===== config.mk =====
export PLATFORM = sky130hd
export DESIGN_NAME = pptd_mac
export DESIGN_NICKNAME = d
export VERILOG_FILES = /design/src/design/pptd_pkg.sv /design/src/design/pptd_mac.sv
export SDC_FILE = /design/constraint.sdc
export NUM_CORES = 2
export LEC_CHECK = 0
export ABC_AREA = 1
export BUFFER_PORTS_ARGS = -buffer_cell sky130_fd_sc_hd__buf_4
export CORE_ASPECT_RATIO = 0.8
export CORE_MARGIN = 1
export CORE_UTILIZATION = 55
export CTS_BUF_LIST = sky130_fd_sc_hd__clkbuf_8
export CTS_CLUSTER_DIAMETER = 80
export CTS_CLUSTER_SIZE = 28
export DETAILED_ROUTE_END_ITERATION = 10
export PLACE_DENSITY_LB_ADDON = 0.1
export SLEW_MARGIN = 25
export SYNTH_ARGS = -nofsm -noshare
export SYNTH_HDL_FRONTEND = slang
export SYNTH_SLANG_ARGS = --single-unit

===== constraint.sdc =====
create_clock -name clk -period 13.3 [get_ports clk]
set_input_delay 0.665 -clock clk [delete_from_list [all_inputs] [get_ports clk]]
set_output_delay 0.665 -clock clk [all_outputs]
set_load 0.05 [all_outputs]

===== src/design/pptd_pkg.sv =====
// Package for the projective 2D point transform: widths, register indexes,
// row reset values, payload structs. No dependencies.
package pptd_pkg;

  localparam int PT_W          = 16;
  localparam int COEF_W        = 16;
  localparam int OUT_FRAC_BITS = 16;
  localparam int PROD_W        = PT_W + COEF_W;
  localparam int SUM_W         = PROD_W + 1;
  localparam int MAG_W         = SUM_W - 1;
  localparam int NUM_W         = MAG_W + OUT_FRAC_BITS;
  localparam int OUT_W         = 32;
  localparam int REG_W         = 3 * COEF_W;
  localparam int CFG_IDX_W     = 2;

  localparam logic [CFG_IDX_W-1:0] REG_ROW_X = 2'd0;
  localparam logic [CFG_IDX_W-1:0] REG_ROW_Y = 2'd1;
  localparam logic [CFG_IDX_W-1:0] REG_ROW_W = 2'd2;

  localparam logic [REG_W-1:0] ROW_X_RESET = 48'h0000_0000_0100;
  localparam logic [REG_W-1:0] ROW_Y_RESET = 48'h0000_0100_0000;
  localparam logic [REG_W-1:0] ROW_W_RESET = 48'h0100_0000_0000;

  typedef struct packed {
    logic signed [COEF_W-1:0] t;
    logic signed [COEF_W-1:0] cy;
    logic signed [COEF_W-1:0] cx;
  } pptd_row_t;

  typedef struct packed {
    logic signed [PT_W-1:0] point_x;
    logic signed [PT_W-1:0] point_y;
  } pptd_in_t;

  typedef struct packed {
    logic signed [OUT_W-1:0] proj_x;
    logic signed [OUT_W-1:0] proj_y;
    logic                    w_zero;
    logic                    clipped;
  } pptd_out_t;

  typedef struct packed {
    logic signed [SUM_W-1:0] sx;
    logic signed [SUM_W-1:0] sy;
    logic signed [SUM_W-1:0] sw;
  } pptd_sums_t;

endpackage


===== src/design/pptd_mac.sv =====
// Row products and sums: two register stages (multiply, then add).
// Depends on pptd_pkg.
module pptd_mac import pptd_pkg::*; (
  input  logic       clk,
  input  logic       rst,
  input  logic       adv,
  input  logic       in_valid,
  input  pptd_in_t   in_data,
  input  pptd_row_t  row_x,
  input  pptd_row_t  row_y,
  input  pptd_row_t  row_w,
  output logic       sums_valid,
  output pptd_sums_t sums
);

  logic                     v1;
  logic signed [PROD_W-1:0] xx, xy, yx, yy, wx, wy;
  logic signed [COEF_W-1:0] xt, yt, wt;

  always_ff @(posedge clk) begin
    if (rst) begin
      v1         <= 1'b0;
      sums_valid <= 1'b0;
    end else if (adv) begin
      v1         <= in_valid;
      sums_valid <= v1;
    end
  end

  always_ff @(posedge clk) begin
    if (adv) begin
      xx <= row_x.cx * in_data.point_x;
      xy <= row_x.cy * in_data.point_y;
      yx <= row_y.cx * in_data.point_x;
      yy <= row_y.cy * in_data.point_y;
      wx <= row_w.cx * in_data.point_x;
      wy <= row_w.cy * in_data.point_y;
      xt <= row_x.t;
      yt <= row_y.t;
      wt <= row_w.t;
      sums.sx <= SUM_W'(xx) + SUM_W'(xy) + SUM_W'(xt);
      sums.sy <= SUM_W'(yx) + SUM_W'(yy) + SUM_W'(yt);
      sums.sw <= SUM_W'(wx) + SUM_W'(wy) + SUM_W'(wt);
    end
  end

endmodule


==> implementation parameters <==
Parameter                              Value

Outcome
  Run status ... finished with violations
  Violations in the final reports ... DRC

Final layout
  Share of final-layout standard cells stronger than drive strength 1 ... 0.04679
  Number of nets in the layout ... 12860
  Area of all placed cells without fillers ... 87120 sq um
  Final cell utilization of the core ... 0.5808
  Layout overhead on the synthesized area ... 4.622%
  Layout fillers ... 13960
  Antenna diode instance count ... 0

Critical path
  Type of the worst setup path ... primary input to flop
  Number of cell instances on the worst register-to-register path ... 9
  Worst Path Required ... 13.72 ns
  Kind of end point of the critical path ... flop
  Category of the worst setup path launch point ... primary input
  Critical Path AT ... 6.58 ns
  Max Fanout on Critical Path ... 32

Global routing
  GRT Max-Usage Layer ... met2
  Global-route track usage on met1 ... 0.4184
  Total global-route track usage ... 0.3030
  M3 GR Usage ... 0.04639
  Wire length of the first global-routing pass ... 363900 um
  Number of global-route vias before repair ... around 67000
  Met2 track utilization from global routing ... 0.5052
  Antenna violations before repair ... 5
  Residual overflow from global routing ... 0
  Maximum number of pins on one net before global-route repair ... 93

Routing
  DRT Wirelength ... 224000 um
  Average wire per standard cell ... 18.02 um
  DRC ... 28
  Post-detailed-route count of antenna-violating nets ... 0
  Avg Vias per Cell ... 5.117
  Number of violations reported at the end of detailed-routing iteration 0 ... 4230
  Vias after detailed routing ... between 60000 and 70000
  Router iterations before antenna repair ... 9

Timing
  Setup repair after global routing missed its margin ... no
  Final number of hold-violating endpoints ... 0
  Max transition margin ... 0.3748
  Fin. max-slew vios ... 0
  Maximum operating frequency ... around 160 MHz
  Total setup violations reported at the end of the flow ... 0
  Setup clock skew after layout ... between 0.06 and 0.07 ns
  Share of the clock period used by the worst path after layout ... 0.4632
  Final worst path period need ... 6.160 ns
  Post-Route Setup TNS ... 0 ns
  Worst-Margin Slew ... 0.9378 ns
  Setup slack of the critical path after layout ... 7.140 ns

Flow run
  Max-capacitance violation count ... 0

Floorplanning
  Top-level port count ... 280
  Die span in x ... 437.0 um
  Area of the die ... 153000 sq um
  Core Footprint ... about 150000 sq um
  Effective utilization at floorplan ... 0.5551
  Row count ... approximately 130
  Die height ... 350.0 um

Logic synthesis
  Post-synth EDFFs ... 339
  Async S/R FF share, synth ... 0
  Predominant post-synthesis flop cell ... sky130_fd_sc_hd__edfxtp_1
  Post-synthesis cell count ... 10440
  Fraction of the yosys area taken by sequential cells ... 0.1227
  Combined area of all synthesized cells ... 83270 sq um
  Number of warning messages in the yosys log ... 0
  Avg Cell Area, Syn ... about 8.0 sq um
  Net count after synthesis ... approximately 13000
  Netlist cell types ... 36
  Synthesized flop and latch total ... 341

CTS
  Clock-pin transition on the worst setup and hold timing paths ... 0.19 ns
  CTS Buf Count ... 19
  Count of hold-fix buffers inserted at cts ... 0
  Clock root buffer ... sky130_fd_sc_hd__clkbuf_8
  CTS-repair resized insts ... 0
  CTS sink count ... 341
  Number of H-tree levels ... 1
  TritonCTS clock tree ... built
  Post CTS Setup Buffer Count ... 0
  Buffers from clock root to sink, at most ... 3
  Clock insertion delay at the later pin of the skew report ... 0.67 ns

Placement
  Number of buffers inserted by port buffering ... 279
  Post-detailed-placement cell area ... 86730 sq um
  Placed wire-length estimate ... 183100 um
  Final GP Congestion ... 0.9261
  Post-Place Worst Slack ... around 6.5 ns

Min path
  Worst Hold Class ... primary input to flop
  Hold Path Cell Cnt ... 1
[cell usage after synthesis (44+ instances only)]
master	instances	area share
sky130_fd_sc_hd__ha_1	585	0.088
sky130_fd_sc_hd__nor2_1	352	0.016
sky130_fd_sc_hd__clkbuf_1	281	0.013
sky130_fd_sc_hd__nand2_2	44	0.0033
sky130_fd_sc_hd__nand4_1	82	0.0062
sky130_fd_sc_hd__nor2_2	45	0.0034
sky130_fd_sc_hd__o21ai_0	101	0.0061
sky130_fd_sc_hd__inv_1	3093	0.14
sky130_fd_sc_hd__xor2_1	160	0.017
sky130_fd_sc_hd__fa_1	1671	0.40
sky130_fd_sc_hd__nor3_1	48	0.0029
sky130_fd_sc_hd__nand2_1	2888	0.13
sky130_fd_sc_hd__nand3_1	245	0.015
sky130_fd_sc_hd__a21oi_1	250	0.015
sky130_fd_sc_hd__edfxtp_1	339	0.12
[cells in the final DEF, fill, tap and decap left out, types with 6 or more instances in the layout]
master / instances
sky130_fd_sc_hd__a21oi_1: 250
sky130_fd_sc_hd__nand2_1: 2888
sky130_fd_sc_hd__nand3_2: 17
sky130_fd_sc_hd__inv_2: 14
sky130_fd_sc_hd__o21bai_1: 40
sky130_fd_sc_hd__clkbuf_8: 19
sky130_fd_sc_hd__nor2_1: 352
sky130_fd_sc_hd__buf_4: 286
sky130_fd_sc_hd__nand3b_1: 15
sky130_fd_sc_hd__nand3_1: 245
sky130_fd_sc_hd__xnor2_1: 22
sky130_fd_sc_hd__nor3_1: 48
sky130_fd_sc_hd__xor2_1: 160
sky130_fd_sc_hd__a21o_1: 15
sky130_fd_sc_hd__nor3_2: 19
sky130_fd_sc_hd__edfxtp_1: 339
sky130_fd_sc_hd__ha_1: 585
sky130_fd_sc_hd__nand2_2: 44
sky130_fd_sc_hd__nor2_2: 45
sky130_fd_sc_hd__and2_1: 10
sky130_fd_sc_hd__nor2_4: 6
sky130_fd_sc_hd__fa_1: 1671
sky130_fd_sc_hd__or2_2: 27
sky130_fd_sc_hd__o21ai_0: 101
sky130_fd_sc_hd__inv_1: 3091
sky130_fd_sc_hd__nand4_1: 82
[area by class of cell]
cell class,instances,area [sq um],area share
flip-flops and latches,341,10220,0.1173
clock inverters,9,132.6,0.001522
inverters,3107,11660,0.1339
repair buffers,287,2162,0.02482
clock buffers,19,261.5,0.003002
well taps,1999,2501,0.02871
multi-input cells,6667,60180,0.6908
[worst paths after layout]
kind                from         end  slack [ns]
max          in_data[18]      yx[27]        7.14
min            row_w[32]       wt[0]        0.15
max reg2reg       yt[15]    sums[55]        9.79
min reg2reg           v1  sums_valid        0.47
[routing by layer]
layer / wire length (um) / vias up
li1: - / 29860
met1: 95470 / 31410
met2: 106400 / 2046
met3: 16410 / 280
met4: 5623 / 2
met5: 8 / -
[metrics by stage]
stage / hold slack (ns) / std cells
floorplan: 0.4303 / 10440
global placement: 0.4372 / 12400
detailed placement: 0.4550 / 12400
CTS: 0.1086 / 12430
global route: 0.1123 / 12430
finish: 0.1546 / 12430
[sequential cells by signal (all words and copies together), names as in the netlist]
| signal | cells |
|---|---|
| wx | 32 |
| yy | 32 |
| xt | 16 |
| wt | 16 |
| sums | 99 |
| wy | 32 |
| xy | 32 |
| sums_valid | 1 |
| v1 | 1 |
| yt | 16 |
| xx | 32 |
| yx | 32 |
[logic make-up after synthesis]
logic type	share of synthesized area
simple gates	0.1865
buf+inv	0.1546
fa+ha+maj	0.4896
compound gates	0.02741
flops	0.1227
xor+xnor	0.01914
[critical path, stage by stage]
cell and delay (ns):
sky130_fd_sc_hd__buf_4 0.28, sky130_fd_sc_hd__buf_4 0.46, sky130_fd_sc_hd__nand2_1 0.17, sky130_fd_sc_hd__inv_1 0.12
sky130_fd_sc_hd__fa_1 0.55, sky130_fd_sc_hd__fa_1 0.91, sky130_fd_sc_hd__fa_1 0.53, sky130_fd_sc_hd__fa_1 0.50
sky130_fd_sc_hd__fa_1 0.50, sky130_fd_sc_hd__inv_1 0.05, sky130_fd_sc_hd__fa_1 0.47, sky130_fd_sc_hd__inv_1 0.05
sky130_fd_sc_hd__ha_1 0.35, sky130_fd_sc_hd__nand2_1 0.11, sky130_fd_sc_hd__nor2_1 0.17, sky130_fd_sc_hd__inv_1 0.10
sky130_fd_sc_hd__nor3_1 0.21, sky130_fd_sc_hd__nand3_1 0.15, sky130_fd_sc_hd__nand4_1 0.12, sky130_fd_sc_hd__nand2_1 0.06
Power is not shown: default switching activity piles up to over one toggle a cycle in this logic, so the estimate is an artifact.
